$ cat src/design/art_pkg.sv
// shared types and constants for the transactional-region time accounting block
package art_pkg;

	localparam int unsigned DEF_TIME_BITS = 48;
	localparam int unsigned OP_W          = 4;
	localparam int unsigned STATUS_W      = 3;
	localparam int unsigned TOTAL_W       = 64;
	localparam int unsigned NUM_CAT       = 7;

	// category slots in the totals vector
	localparam int unsigned CAT_DUR     = 0;
	localparam int unsigned CAT_MUTEX   = 1;
	localparam int unsigned CAT_QUEUE   = 2;
	localparam int unsigned CAT_COMMIT  = 3;
	localparam int unsigned CAT_ABORT   = 4;
	localparam int unsigned CAT_ACTIVE  = 5;
	localparam int unsigned CAT_BACKOFF = 6;

	typedef enum logic [OP_W-1:0] {
		OP_REGION_BEGIN = 4'd0,
		OP_REGION_END   = 4'd1,
		OP_HTM_BEGIN    = 4'd2,
		OP_ABORT        = 4'd3,
		OP_COMMIT       = 4'd4,
		OP_LOCK_REQ     = 4'd5,
		OP_LOCK_ACQ     = 4'd6,
		OP_LOCK_REL     = 4'd7,
		OP_FB_WAIT      = 4'd8,
		OP_BACKOFF      = 4'd9,
		OP_WAIT_END     = 4'd10
	} op_t;

	typedef enum logic [STATUS_W-1:0] {
		ST_OK          = 3'd0,
		ST_NO_BEGIN    = 3'd1,
		ST_BAD_LOCK    = 3'd2,
		ST_BAD_WAIT    = 3'd3,
		ST_UNEXPECTED  = 3'd4,
		ST_NOT_OPEN    = 3'd5,
		ST_OVER_ACCNT  = 3'd6
	} status_t;

	typedef enum logic [2:0] {
		PH_NONE      = 3'd0,
		PH_LOCK_REQ  = 3'd1,
		PH_LOCK_HELD = 3'd2,
		PH_ACTIVE    = 3'd3,
		PH_BACKOFF   = 3'd4
	} phase_t;

	// control flags of the region tracker
	typedef struct packed {
		logic   region_open;
		logic   attempt_pending;
		phase_t phase;
	} ctl_t;

	typedef logic [NUM_CAT-1:0][TOTAL_W-1:0] totals_t;

endpackage

$ cat src/design/art_if.sv
// event and result channel interfaces
interface art_evt_if #(parameter int unsigned TIME_BITS = art_pkg::DEF_TIME_BITS) ();
	import art_pkg::*;

	logic                 valid;
	logic                 ready;
	logic [OP_W-1:0]      operation;
	logic [TIME_BITS-1:0] timestamp;

	modport source (output valid, output operation, output timestamp, input ready);
	modport sink (input valid, input operation, input timestamp, output ready);
endinterface

interface art_res_if ();
	import art_pkg::*;

	logic               valid;
	logic               ready;
	status_t            status;
	logic [TOTAL_W-1:0] duration_total;
	logic [TOTAL_W-1:0] in_mutex_total;
	logic [TOTAL_W-1:0] mutex_queue_total;
	logic [TOTAL_W-1:0] committed_total;
	logic [TOTAL_W-1:0] aborted_total;
	logic [TOTAL_W-1:0] active_wait_total;
	logic [TOTAL_W-1:0] backoff_total;

	modport source (output valid, output status, output duration_total,
		output in_mutex_total, output mutex_queue_total, output committed_total,
		output aborted_total, output active_wait_total, output backoff_total,
		input ready);
	modport sink (input valid, input status, input duration_total,
		input in_mutex_total, input mutex_queue_total, input committed_total,
		input aborted_total, input active_wait_total, input backoff_total,
		output ready);
endinterface

$ cat src/design/art_core.sv
// next-state and status evaluation for one region event
module art_core #(
	parameter int unsigned TIME_BITS = art_pkg::DEF_TIME_BITS
) (
	input  logic [art_pkg::OP_W-1:0]    operation,
	input  logic [TIME_BITS-1:0]        timestamp,
	input  art_pkg::ctl_t               ctl,
	input  logic [TIME_BITS-1:0]        region_start,
	input  logic [TIME_BITS-1:0]        attempt_start,
	input  logic [TIME_BITS-1:0]        phase_first,
	input  logic [TIME_BITS-1:0]        phase_second,
	input  logic [art_pkg::TOTAL_W-1:0] accounted,
	input  art_pkg::totals_t            totals,
	output art_pkg::status_t            status,
	output art_pkg::ctl_t               ctl_nxt,
	output logic [TIME_BITS-1:0]        region_start_nxt,
	output logic [TIME_BITS-1:0]        attempt_start_nxt,
	output logic [TIME_BITS-1:0]        phase_first_nxt,
	output logic [TIME_BITS-1:0]        phase_second_nxt,
	output logic [art_pkg::TOTAL_W-1:0] accounted_nxt,
	output art_pkg::totals_t            totals_nxt
);
	import art_pkg::*;

	logic [TIME_BITS-1:0] dur_span;
	logic [TIME_BITS-1:0] att_span;
	logic [TIME_BITS-1:0] first_span;
	logic [TIME_BITS-1:0] queue_span;
	logic [TIME_BITS-1:0] mutex_span;
	status_t              pend_err;
	logic                 acc_en;
	logic [TOTAL_W:0]     acc_add;
	logic [TOTAL_W+1:0]   acc_sum;
	logic [TOTAL_W-1:0]   acc_sat;
	logic [TOTAL_W-1:0]   accounted_base;
	totals_t              cat_add;
	op_t                  op_e;

	// spans wrap at the timestamp width
	assign dur_span   = timestamp - region_start;
	assign att_span   = timestamp - attempt_start;
	assign first_span = timestamp - phase_first;
	assign queue_span = phase_second - phase_first;
	assign mutex_span = timestamp - phase_second;
	assign op_e       = op_t'(operation);

	// error owed to an open lock or wait sequence
	always_comb begin
		case (ctl.phase)
			PH_LOCK_REQ, PH_LOCK_HELD: pend_err = ST_BAD_LOCK;
			PH_ACTIVE, PH_BACKOFF:     pend_err = ST_BAD_WAIT;
			default:                   pend_err = ST_OK;
		endcase
	end

	// event decode
	always_comb begin
		status            = ST_OK;
		ctl_nxt           = ctl;
		region_start_nxt  = region_start;
		attempt_start_nxt = attempt_start;
		phase_first_nxt   = phase_first;
		phase_second_nxt  = phase_second;
		accounted_base    = accounted;
		acc_en            = 1'b0;
		acc_add           = '0;
		cat_add           = '0;

		if (operation > OP_WAIT_END) begin
			status = ST_UNEXPECTED;
		end else if (op_e == OP_REGION_BEGIN) begin
			ctl_nxt.region_open     = 1'b1;
			ctl_nxt.attempt_pending = 1'b0;
			ctl_nxt.phase           = PH_NONE;
			region_start_nxt        = timestamp;
			attempt_start_nxt       = '0;
			phase_first_nxt         = '0;
			phase_second_nxt        = '0;
			accounted_base          = '0;
		end else if (!ctl.region_open) begin
			status = ST_NOT_OPEN;
		end else begin
			case (op_e)
				OP_REGION_END: begin
					if (pend_err != ST_OK) begin
						status = pend_err;
					end else if (accounted > TOTAL_W'(dur_span)) begin
						status = ST_OVER_ACCNT;
					end else begin
						cat_add[CAT_DUR]        = TOTAL_W'(dur_span);
						ctl_nxt.region_open     = 1'b0;
						ctl_nxt.attempt_pending = 1'b0;
						accounted_base          = '0;
					end
				end
				OP_HTM_BEGIN: begin
					if (pend_err != ST_OK) begin
						status = pend_err;
					end else begin
						ctl_nxt.attempt_pending = 1'b1;
						attempt_start_nxt       = timestamp;
					end
				end
				OP_ABORT, OP_COMMIT: begin
					if (pend_err != ST_OK) begin
						status = pend_err;
					end else if (!ctl.attempt_pending) begin
						status = ST_NO_BEGIN;
					end else begin
						if (op_e == OP_ABORT) begin
							cat_add[CAT_ABORT] = TOTAL_W'(att_span);
						end else begin
							cat_add[CAT_COMMIT] = TOTAL_W'(att_span);
						end
						acc_en                  = 1'b1;
						acc_add                 = (TOTAL_W+1)'(att_span);
						ctl_nxt.attempt_pending = 1'b0;
					end
				end
				OP_LOCK_REQ, OP_FB_WAIT, OP_BACKOFF: begin
					if (pend_err != ST_OK) begin
						status = pend_err;
					end else begin
						case (op_e)
							OP_LOCK_REQ: ctl_nxt.phase = PH_LOCK_REQ;
							OP_FB_WAIT:  ctl_nxt.phase = PH_ACTIVE;
							default:     ctl_nxt.phase = PH_BACKOFF;
						endcase
						phase_first_nxt = timestamp;
					end
				end
				OP_LOCK_ACQ: begin
					if (ctl.phase == PH_LOCK_REQ) begin
						ctl_nxt.phase    = PH_LOCK_HELD;
						phase_second_nxt = timestamp;
					end else begin
						status = (pend_err != ST_OK) ? pend_err : ST_UNEXPECTED;
					end
				end
				OP_LOCK_REL: begin
					if (ctl.phase == PH_LOCK_HELD) begin
						cat_add[CAT_QUEUE] = TOTAL_W'(queue_span);
						cat_add[CAT_MUTEX] = TOTAL_W'(mutex_span);
						acc_en             = 1'b1;
						acc_add            = (TOTAL_W+1)'(queue_span)
							+ (TOTAL_W+1)'(mutex_span);
						ctl_nxt.phase      = PH_NONE;
					end else begin
						status = (pend_err != ST_OK) ? pend_err : ST_UNEXPECTED;
					end
				end
				OP_WAIT_END: begin
					if (ctl.phase == PH_ACTIVE || ctl.phase == PH_BACKOFF) begin
						if (ctl.phase == PH_ACTIVE) begin
							cat_add[CAT_ACTIVE] = TOTAL_W'(first_span);
						end else begin
							cat_add[CAT_BACKOFF] = TOTAL_W'(first_span);
						end
						acc_en        = 1'b1;
						acc_add       = (TOTAL_W+1)'(first_span);
						ctl_nxt.phase = PH_NONE;
					end else begin
						status = (pend_err != ST_OK) ? pend_err : ST_UNEXPECTED;
					end
				end
				default: begin
					status = ST_UNEXPECTED;
				end
			endcase
		end
	end

	// saturating region accounted count
	assign acc_sum       = {2'b00, accounted} + {1'b0, acc_add};
	assign acc_sat       = (acc_sum[TOTAL_W+1:TOTAL_W] != 2'b00) ? '1 : acc_sum[TOTAL_W-1:0];
	assign accounted_nxt = acc_en ? acc_sat : accounted_base;

	// per-category running totals
	always_comb begin
		for (int i = 0; i < NUM_CAT; i++) begin
			totals_nxt[i] = totals[i] + cat_add[i];
		end
	end

endmodule

$ cat src/design/atomic_region_time_accounting_top.sv
// top level: event register, region tracker state and result word register
// an accepted event word passes through the event register and then the result word register
// throughput: one event word per cycle while the output is not stalled, set by the single evaluation stage
// a result word waiting on the output stalls the event channel once the event register is full
// reset: arst_n clears all region state and every running total to zero at once
// the result word totals are the tracker totals, loaded together with the status
module atomic_region_time_accounting_top #(
	parameter int unsigned TIME_BITS = art_pkg::DEF_TIME_BITS
) (
	input logic        clk,
	input logic        arst_n,
	art_evt_if.sink    evt,
	art_res_if.source  res
);
	import art_pkg::*;

	logic                 valid_s1;
	logic [OP_W-1:0]      op_s1;
	logic [TIME_BITS-1:0] ts_s1;
	logic                 res_valid_q;
	status_t              status_q;
	logic                 out_free;
	logic                 step;

	ctl_t                 ctl_q;
	logic [TIME_BITS-1:0] region_start_q;
	logic [TIME_BITS-1:0] attempt_start_q;
	logic [TIME_BITS-1:0] phase_first_q;
	logic [TIME_BITS-1:0] phase_second_q;
	logic [TOTAL_W-1:0]   accounted_q;
	totals_t              totals_q;

	status_t              status_c;
	ctl_t                 ctl_c;
	logic [TIME_BITS-1:0] region_start_c;
	logic [TIME_BITS-1:0] attempt_start_c;
	logic [TIME_BITS-1:0] phase_first_c;
	logic [TIME_BITS-1:0] phase_second_c;
	logic [TOTAL_W-1:0]   accounted_c;
	totals_t              totals_c;

	// handshake
	assign out_free  = !res_valid_q || res.ready;
	assign step      = valid_s1 && out_free;
	assign evt.ready = !valid_s1 || out_free;

	// event register
	always_ff @(posedge clk or negedge arst_n) begin
		if (!arst_n) begin
			valid_s1 <= 1'b0;
		end else if (evt.ready) begin
			valid_s1 <= evt.valid;
		end
	end

	always_ff @(posedge clk) begin
		if (evt.valid && evt.ready) begin
			op_s1 <= evt.operation;
			ts_s1 <= evt.timestamp;
		end
	end

	art_core #(
		.TIME_BITS (TIME_BITS)
	) u_core (
		.operation         (op_s1),
		.timestamp         (ts_s1),
		.ctl               (ctl_q),
		.region_start      (region_start_q),
		.attempt_start     (attempt_start_q),
		.phase_first       (phase_first_q),
		.phase_second      (phase_second_q),
		.accounted         (accounted_q),
		.totals            (totals_q),
		.status            (status_c),
		.ctl_nxt           (ctl_c),
		.region_start_nxt  (region_start_c),
		.attempt_start_nxt (attempt_start_c),
		.phase_first_nxt   (phase_first_c),
		.phase_second_nxt  (phase_second_c),
		.accounted_nxt     (accounted_c),
		.totals_nxt        (totals_c)
	);

	// tracker state and result word
	always_ff @(posedge clk or negedge arst_n) begin
		if (!arst_n) begin
			res_valid_q     <= 1'b0;
			status_q        <= ST_OK;
			ctl_q           <= '{region_open: 1'b0, attempt_pending: 1'b0, phase: PH_NONE};
			region_start_q  <= '0;
			attempt_start_q <= '0;
			phase_first_q   <= '0;
			phase_second_q  <= '0;
			accounted_q     <= '0;
			totals_q        <= '0;
		end else begin
			if (out_free) begin
				res_valid_q <= valid_s1;
			end
			if (step) begin
				status_q        <= status_c;
				ctl_q           <= ctl_c;
				region_start_q  <= region_start_c;
				attempt_start_q <= attempt_start_c;
				phase_first_q   <= phase_first_c;
				phase_second_q  <= phase_second_c;
				accounted_q     <= accounted_c;
				totals_q        <= totals_c;
			end
		end
	end

	// result port
	assign res.valid             = res_valid_q;
	assign res.status            = status_q;
	assign res.duration_total    = totals_q[CAT_DUR];
	assign res.in_mutex_total    = totals_q[CAT_MUTEX];
	assign res.mutex_queue_total = totals_q[CAT_QUEUE];
	assign res.committed_total   = totals_q[CAT_COMMIT];
	assign res.aborted_total     = totals_q[CAT_ABORT];
	assign res.active_wait_total = totals_q[CAT_ACTIVE];
	assign res.backoff_total     = totals_q[CAT_BACKOFF];

endmodule

$ cat src/flat_wrapper.sv
// flat-port wrapper written by rule: the top's interface ports become plain ports
module atomic_region_time_accounting_top_flat import art_pkg::*;
#(
	parameter int unsigned TIME_BITS = art_pkg::DEF_TIME_BITS
)
  (clk, arst_n, evt_valid, evt_operation, evt_timestamp, evt_ready, res_valid, res_status, res_duration_total, res_in_mutex_total, res_mutex_queue_total, res_committed_total, res_aborted_total, res_active_wait_total, res_backoff_total, res_ready);
  art_evt_if #(.TIME_BITS(TIME_BITS)) evt_i ();
  art_res_if res_i ();
  input logic clk;
  input logic arst_n;
  input wire logic [$bits(evt_i.valid)-1:0] evt_valid;
  input wire logic [$bits(evt_i.operation)-1:0] evt_operation;
  input wire logic [$bits(evt_i.timestamp)-1:0] evt_timestamp;
  output wire logic [$bits(evt_i.ready)-1:0] evt_ready;
  output wire logic [$bits(res_i.valid)-1:0] res_valid;
  output wire logic [$bits(res_i.status)-1:0] res_status;
  output wire logic [$bits(res_i.duration_total)-1:0] res_duration_total;
  output wire logic [$bits(res_i.in_mutex_total)-1:0] res_in_mutex_total;
  output wire logic [$bits(res_i.mutex_queue_total)-1:0] res_mutex_queue_total;
  output wire logic [$bits(res_i.committed_total)-1:0] res_committed_total;
  output wire logic [$bits(res_i.aborted_total)-1:0] res_aborted_total;
  output wire logic [$bits(res_i.active_wait_total)-1:0] res_active_wait_total;
  output wire logic [$bits(res_i.backoff_total)-1:0] res_backoff_total;
  input wire logic [$bits(res_i.ready)-1:0] res_ready;
  assign evt_i.valid = evt_valid;
  assign evt_i.operation = evt_operation;
  assign evt_i.timestamp = evt_timestamp;
  assign evt_ready = evt_i.ready;
  assign res_valid = res_i.valid;
  assign res_status = res_i.status;
  assign res_duration_total = res_i.duration_total;
  assign res_in_mutex_total = res_i.in_mutex_total;
  assign res_mutex_queue_total = res_i.mutex_queue_total;
  assign res_committed_total = res_i.committed_total;
  assign res_aborted_total = res_i.aborted_total;
  assign res_active_wait_total = res_i.active_wait_total;
  assign res_backoff_total = res_i.backoff_total;
  assign res_i.ready = res_ready;
  atomic_region_time_accounting_top #(.TIME_BITS(TIME_BITS)) u_core (.clk(clk), .arst_n(arst_n), .evt(evt_i), .res(res_i));
endmodule
$ cat config.mk
export PLATFORM = sky130hd
export DESIGN_NAME = atomic_region_time_accounting_top_flat
export DESIGN_NICKNAME = d
export VERILOG_FILES = /design/src/design/art_pkg.sv /design/src/design/art_if.sv /design/src/design/art_core.sv /design/src/design/atomic_region_time_accounting_top.sv /design/src/flat_wrapper.sv
export SDC_FILE = /design/constraint.sdc
export NUM_CORES = 2
export LEC_CHECK = 0
export BUFFER_PORTS_ARGS = -buffer_cell sky130_fd_sc_hd__buf_2
export CORE_MARGIN = 2
export CORE_UTILIZATION = 55
export DETAILED_ROUTE_END_ITERATION = 16
export MAX_ROUTING_LAYER = met4
export PLACE_DENSITY = 0.77
export SLEW_MARGIN = 20
export SYNTH_ARGS = -nofsm -noshare
export SYNTH_HDL_FRONTEND = slang
export SYNTH_SLANG_ARGS = --single-unit
export TNS_END_PERCENT = 10
$ cat constraint.sdc
create_clock -name clk -period 7.3 [get_ports clk]
set_clock_uncertainty 0.05 [all_clocks]
set_input_delay 0.365 -clock clk [delete_from_list [all_inputs] [get_ports clk]]
set_output_delay 0.365 -clock clk [all_outputs]
set_load 0.005 [all_outputs]
Word level (Yosys, flattened, before mapping):

Cells that the tools add are included.

* bits in registers: 766
* bits of input ports: 56
* output and inout port bits: 453
* word-level logic and storage cells: 175

* add/subtract/negate cells: 14
* order comparisons: 2
* equal/unequal tests: 26
* multiplexer cells: 80
* bitwise logic cells: 1
* reduce and logical (&&, ||, !) cells: 32

Operators by type and width (number)
* two-way mux 432 bit: 3
* two-way mux 48 bit: 20
* two-way mux 64 bit: 9
* adder 64 bit: 7
* two-way mux 112 bit: 4
* two-way mux 128 bit: 3
* subtractor 48 bit: 5
* two-way mux 49 bit: 4
* one-hot mux 49 bit (3 select lines): 1
* adder 64 x 65 -> 66 bit: 1
* greater-than comparator 64 x 48 -> 1 bit: 1
* adder 48 x 48 -> 49 bit: 1
* two-way mux 3 bit: 15
* inequality test 3 bit, second input constant: 10
* one-hot mux 3 bit (6 select lines): 1
* equality test 4 x 3 -> 1 bit, second input constant: 4
* AND reduction 8 bit: 2
* AND reduction 5 bit: 3
* equality test 4 bit, second input constant: 3
* one-hot mux 3 bit (4 select lines): 1
* nonzero test 2 bit: 6
* two-way mux 1 bit: 11
* two-way mux 5 bit: 2
* nonzero test 3 bit: 3
* other kinds (24): 35

Logic depth before layout (Yosys ltp):

* depth after elaboration: 13
* mapped depth: 42
* depth with buffers taken out: 40

Hierarchy:

From an unflattened synthesis, not the netlist that was laid out.

* cells, all modules: 8778
* area total of the unflattened synthesis: 74629.1 um^2

By module, submodules not included
* art_core: times used 1, cells an instance 7216, area an instance 46271.9 um^2, seq. area each 0.0 um^2
* atomic_region_time_accounting_top: times used 1, cells an instance 1562, area an instance 28357.2 um^2, seq. area each 19428.6 um^2

Least setup slack after synthesis:

No wires, ideal clock.

* kind: register to register
* start point: reg u_core.ts_s1[0]
* end point: reg u_core.totals_q (netlist bit u_core.res.duration_total[56])
* library setup time: 0.128 ns
* data arrival time: 7.547 ns
* required time: 7.122 ns
* slack: -0.424 ns
* cell stages (with the launch flop): 42
* path buffers: 1
* clock period less this slack: 7.724 ns
* path through: edfxtp_1 -> inv_1 -> ha_1 -> inv_1 -> fa_1 -> a211oi_1 -> o21ai_0 -> a21boi_2 -> o31ai_2 -> a211oi_4 -> o221ai_2 -> a2bb2oi_1 -> a21bo_2 -> a311o_1 -> a21boi_2 -> xor2_1 -> ha_1 -> nand4_1 -> (+6 left out) -> nand3b_1 -> or2_2 -> clkbuf_1 -> nor2_1 -> ha_1 -> fa_1 -> a211o_1 -> o211ai_1 -> a221oi_1 -> a211oi_1 -> nor3_1 -> a211oi_1 -> nor4_1 -> o41ai_1 -> nor2b_1 -> nand2b_1 -> nor2_1 -> xor2_1

* longest elaborated chain between the ends: 9

Ends and longest elaborated chain
* start: declaration: line atomic_region_time_accounting_top.sv:19 `logic [TIME_BITS-1:0] ts_s1;`
* start signal: assignment: line atomic_region_time_accounting_top.sv:59 `ts_s1 <= evt.timestamp;`
* subtractor 48 bit (*): line art_core.sv:40 `assign dur_span = timestamp - region_start;`
* greater-than comparator 64 x 48 -> 1 bit: line art_core.sv:87 `end else if (accounted > TOTAL_W'(dur_span)) begin`
* two-way mux 48 bit (*): line art_core.sv:87
* two-way mux 48 bit (*): line art_core.sv:85 `if (pend_err != ST_OK) begin`
* two-way mux 64 bit (*): line art_core.sv:83 `case (op_e)`
* two-way mux 432 bit (*): line art_core.sv:80 `end else if (!ctl.region_open) begin`
* two-way mux 432 bit (*): line art_core.sv:71 `end else if (op_e == OP_REGION_BEGIN) begin`
* two-way mux 432 bit (*): line art_core.sv:69 `if (operation > OP_WAIT_END) begin`
* adder 64 bit (*): line art_core.sv:181 `totals_nxt[i] = totals[i] + cat_add[i];`
* end signal: assignment: line atomic_region_time_accounting_top.sv:109 `totals_q <= totals_c;`
* end: declaration: line atomic_region_time_accounting_top.sv:31 `totals_t totals_q;`

Mark *: on every way between the ends. The rest lies on a longest branch, timed or not.
A chain may end at the register's enable or synchronous reset.

Worst setup path in the final report:

* start point: reg u_core.ts_s1[0]
* end point: reg u_core.totals_q (netlist bit u_core.res.duration_total[54])

The elaborated chain is that of the path after synthesis.

==> metrics.txt <==
Netlist cell types=108; initial detailed-routing violation count=7338; final hold viol count=0; sequential-to-total area share from yosys stat=around 28%; Ports=509; ranking of synthesized cells by area=dfrtp_1 (26%), ha_1 (13%), nand2_1 (6.1%); Final Instance Area=a little under 90000 um^2; Fin Hold WS=0.142 ns; Final Net Count=10993; die width=about 360 um; CP top delay family=compound AO/OA/AOI/OAI gates; clock sinks=766; CP max stage cell=edfxtp_1; FF+latch count, synth=766; CP Capture Type=register; PwrDens=around 420 nW/um^2; HPWL after DPL=approximately 220000 um; RSZ-0062 raised after global routing=yes; Avg Inst Size Synth=between 7 and 8 um^2; pin count of the biggest net entering global routing=211; Clk pin slew, worst setup/hold paths=0.06 ns; die area=129000 um^2; Slew headroom=31.8%; # port buffers=508; fin worst setup slack=-1.18 ns; worst r2r src=u_core.ts_s1[0]$_DFFE_PP_; detailed-route via count=72970; Hold Crit Class=in -> async; Final Max Tran Viols=0; Post-Route WL=277000 um; critical path class=reg -> reg; Post-synth top flop=dfrtp_1; Top cell by count, worst path=buf_4; crit share post-route=116%; Max VDD drop=0.000590 V; Cells after Synth=around 8700; highest clock rate=about 120 MHz; initial antenna violation count=16; Starting Density=55.3%; CTS H-tree lvls=3; Ys Warns=0; area leader, netlist=dfrtp_1; Inst Count DP=around 12000; Row Count=130; Overflow after GRT=0; ANT nets after route=0; fin cells=between 10000 and 15000; placer congestion estimate=roughly 1.1; CP max stage delay=0.43 ns; CTS buffer count=92; measured slew at the worst slew-check pin=1.02 ns; CTS tree=done; crit path DAT=9.06 ns; max_cap viols=0; worst skew pair latency=0.75 ns; Setup-failing EPs final=120; net count after synthesis=9487; Placed Area=81500 um^2; worst endpoint required time=between 7 and 8 ns; Critical Path Source Type=register; Worst Path Max Fanout=5; failing checks=negative setup slack; status=finished, violations left; Syn Std Cell Area=69200 um^2; Area Growth Syn to Fin=24.9%; first-pass GRT wire length=412000 um; ys async rst share=between 90 and 100%; chip height=~360 um; Final min period=8.48 ns; top-area cell type share of the netlist area=25.8%; DRC viols=0; wire per inst=23.2 um; core area=approximately 130000 um^2; DRT Pass-1 Iters=6; Leakage Power=44.3 nW; layout cells sized above 1=21.2%; EDFF count, synth=52; GRT Overall Usage=between 40% and 50%; Longest Clk Path Bufs=3; vias in the first global route=~70000; Worst Path Buf+Inv=6; crit path launch=u_core.ts_s1[0]$_DFFE_PP_; clock root buffer=clkbuf_16; vias per cell=approximately 6
-- cells by family after synthesis --
logic type | synth area share, %
compound gates | 25.6
xor+xnor | 9.02
fa+ha+maj | 13.3
buf+inv | 4.13
flops | 28.1
mux | 0.944
simple gates | 18.9
-- cell usage in the layout, fill, tap and decap left out, types with 26 or more instances in the layout --
master / synthesis / routed
edfxtp_1: 52 / 52
a31oi_1: 67 / 63
o21ai_0: 827 / 797
clkbuf_1: 339 / 26
xnor2_1: 382 / 373
ha_1: 715 / 706
mux2_2: 50 / 50
clkbuf_16: 0 / 94
o21a_1: 84 / 84
a211oi_1: 60 / 54
o211ai_1: 43 / 43
o22ai_1: 46 / 45
inv_1: 378 / 376
nor2_1: 693 / 667
o31ai_1: 56 / 53
and3_1: 99 / 97
nand2_1: 1132 / 1128
nand3_1: 189 / 188
dlygate4sd3_1: 0 / 56
nor3_1: 105 / 100
o21bai_1: 104 / 102
a21oi_2: 7 / 34
and2_1: 117 / 114
xor2_1: 331 / 328
a21oi_1: 736 / 706
o21ai_1: 37 / 57
buf_4: 1 / 1201
nand4_1: 146 / 146
o31a_1: 27 / 27
nand2b_1: 95 / 93
dfrtp_1: 714 / 714
buf_2: 13 / 507
nor2b_1: 99 / 97
or3_1: 34 / 34
a21o_1: 449 / 449
-- metrics by stage --
stage	power, W	TNS, ns	worst slack [ns]	utilization [%]
2_1_floorplan	0.0169	-0.358	-0.0550	-
3_3_place_gp	0.0295	-87.72	-1.19	65.1
3_5_place_dp	0.0298	-110.25	-1.35	65.1
4_1_cts	0.0352	-62.05	-0.919	68.6
5_1_grt	0.0377	-136.13	-1.47	69.0
6_report	0.0359	-84.24	-1.18	69.1
-- final cells by class --
type                            count  area (um^2)
Inverter                          379         1420
Multi-Input combinational cell   7181        47900
Antenna cell                       10         25.0
Clock buffer                      128         2550
Timing Repair Buffer             1788        12500
Sequential cell                   766        19400
Tap cell                         1650         2060
Clock inverter                     40          571
Fill cell                       10417        38800
-- sequential cells by signal, summed over array words and instances (netlist names), 64 cells and up --
register,cells
u_core.res.duration_total,64
u_core.res.mutex_queue_total,64
u_core.res.active_wait_total,64
u_core.res.aborted_total,64
u_core.res.in_mutex_total,64
u_core.accounted_q,64
u_core.res.committed_total,64
u_core.res.backoff_total,64
-- timing repair --
action | in CTS | in global routing
buffers inserted | 27 | 20
gates cloned | 0 | 1
hold buffers | 56 | 0
resized for setup | 122 | 83
hold endpoints to repair | 123 | 0
pin swaps | 76 | 80
setup endpoints to repair | 122 | 162
-- final timing paths --
path,endpoint,slack [ns],cells after the start
worst max register to register,u_core.res.duration_total[54]$_DFFE_PN0P_,-1.18,43
min in group clk,u_core.ts_s1[7]$_DFFE_PP_,0.27,2
worst max-delay path,u_core.res.duration_total[54]$_DFFE_PN0P_,-1.18,43
worst min-delay path,u_core.res.backoff_total[23]$_DFFE_PN0P_,0.14,2
max in group asynchronous,u_core.res.backoff_total[58]$_DFFE_PN0P_,5.72,3
worst min register to register,u_core.res.in_mutex_total[63]$_DFFE_PN0P_,0.42,1
-- power by group --
group | total [W] | internal [W] | switching (W)
Combinational | 0.0253 | 0.0110 | 0.0142
Sequential | 0.00575 | 0.00504 | 0.000714
Clock | 0.00490 | 0.00281 | 0.00209
Total | 0.0359 | 0.0189 | 0.0170
-- worst reg2reg max path, delay by kind of cell, from the launching register on --
kind | cells | cell delay, ns
AOI/OAI and AO/OA | 17 | 3.67
DFF | 1 | 0.43
and+or+nand+nor | 13 | 1.79
xor gates and xnor gates | 2 | 0.28
adders and majority gates | 5 | 1.30
buffers and inverters | 6 | 0.86
-- Yosys cell counts (all sizes together) (69+ instances only) --
cell type     n
xor2        331
inv         379
o21bai      104
a31oi        69
a21o        449
xnor2       382
a21oi       743
dfrtp       714
o21a         85
nor3        108
ha          715
and3         99
nand4       146
nand2b       95
nor2        694
nand3       189
clkbuf      342
and2        118
o21ai       870
nand2      1133
nor2b        99
-- per-layer routing --
| metal | vias to the layer above | part of all wire, % | track usage [%] |
|---|---|---|---|
| met2 | 3179 | 44 | 64.5 |
| met5 | - | 0 | - |
| li1 | 34158 | - | - |
| met1 | 34781 | 41 | 53.4 |
| met3 | 852 | 8.1 | 7.96 |
| met4 | 0 | 7.4 | 26.1 |
Power figures use the tool's default switching activity.
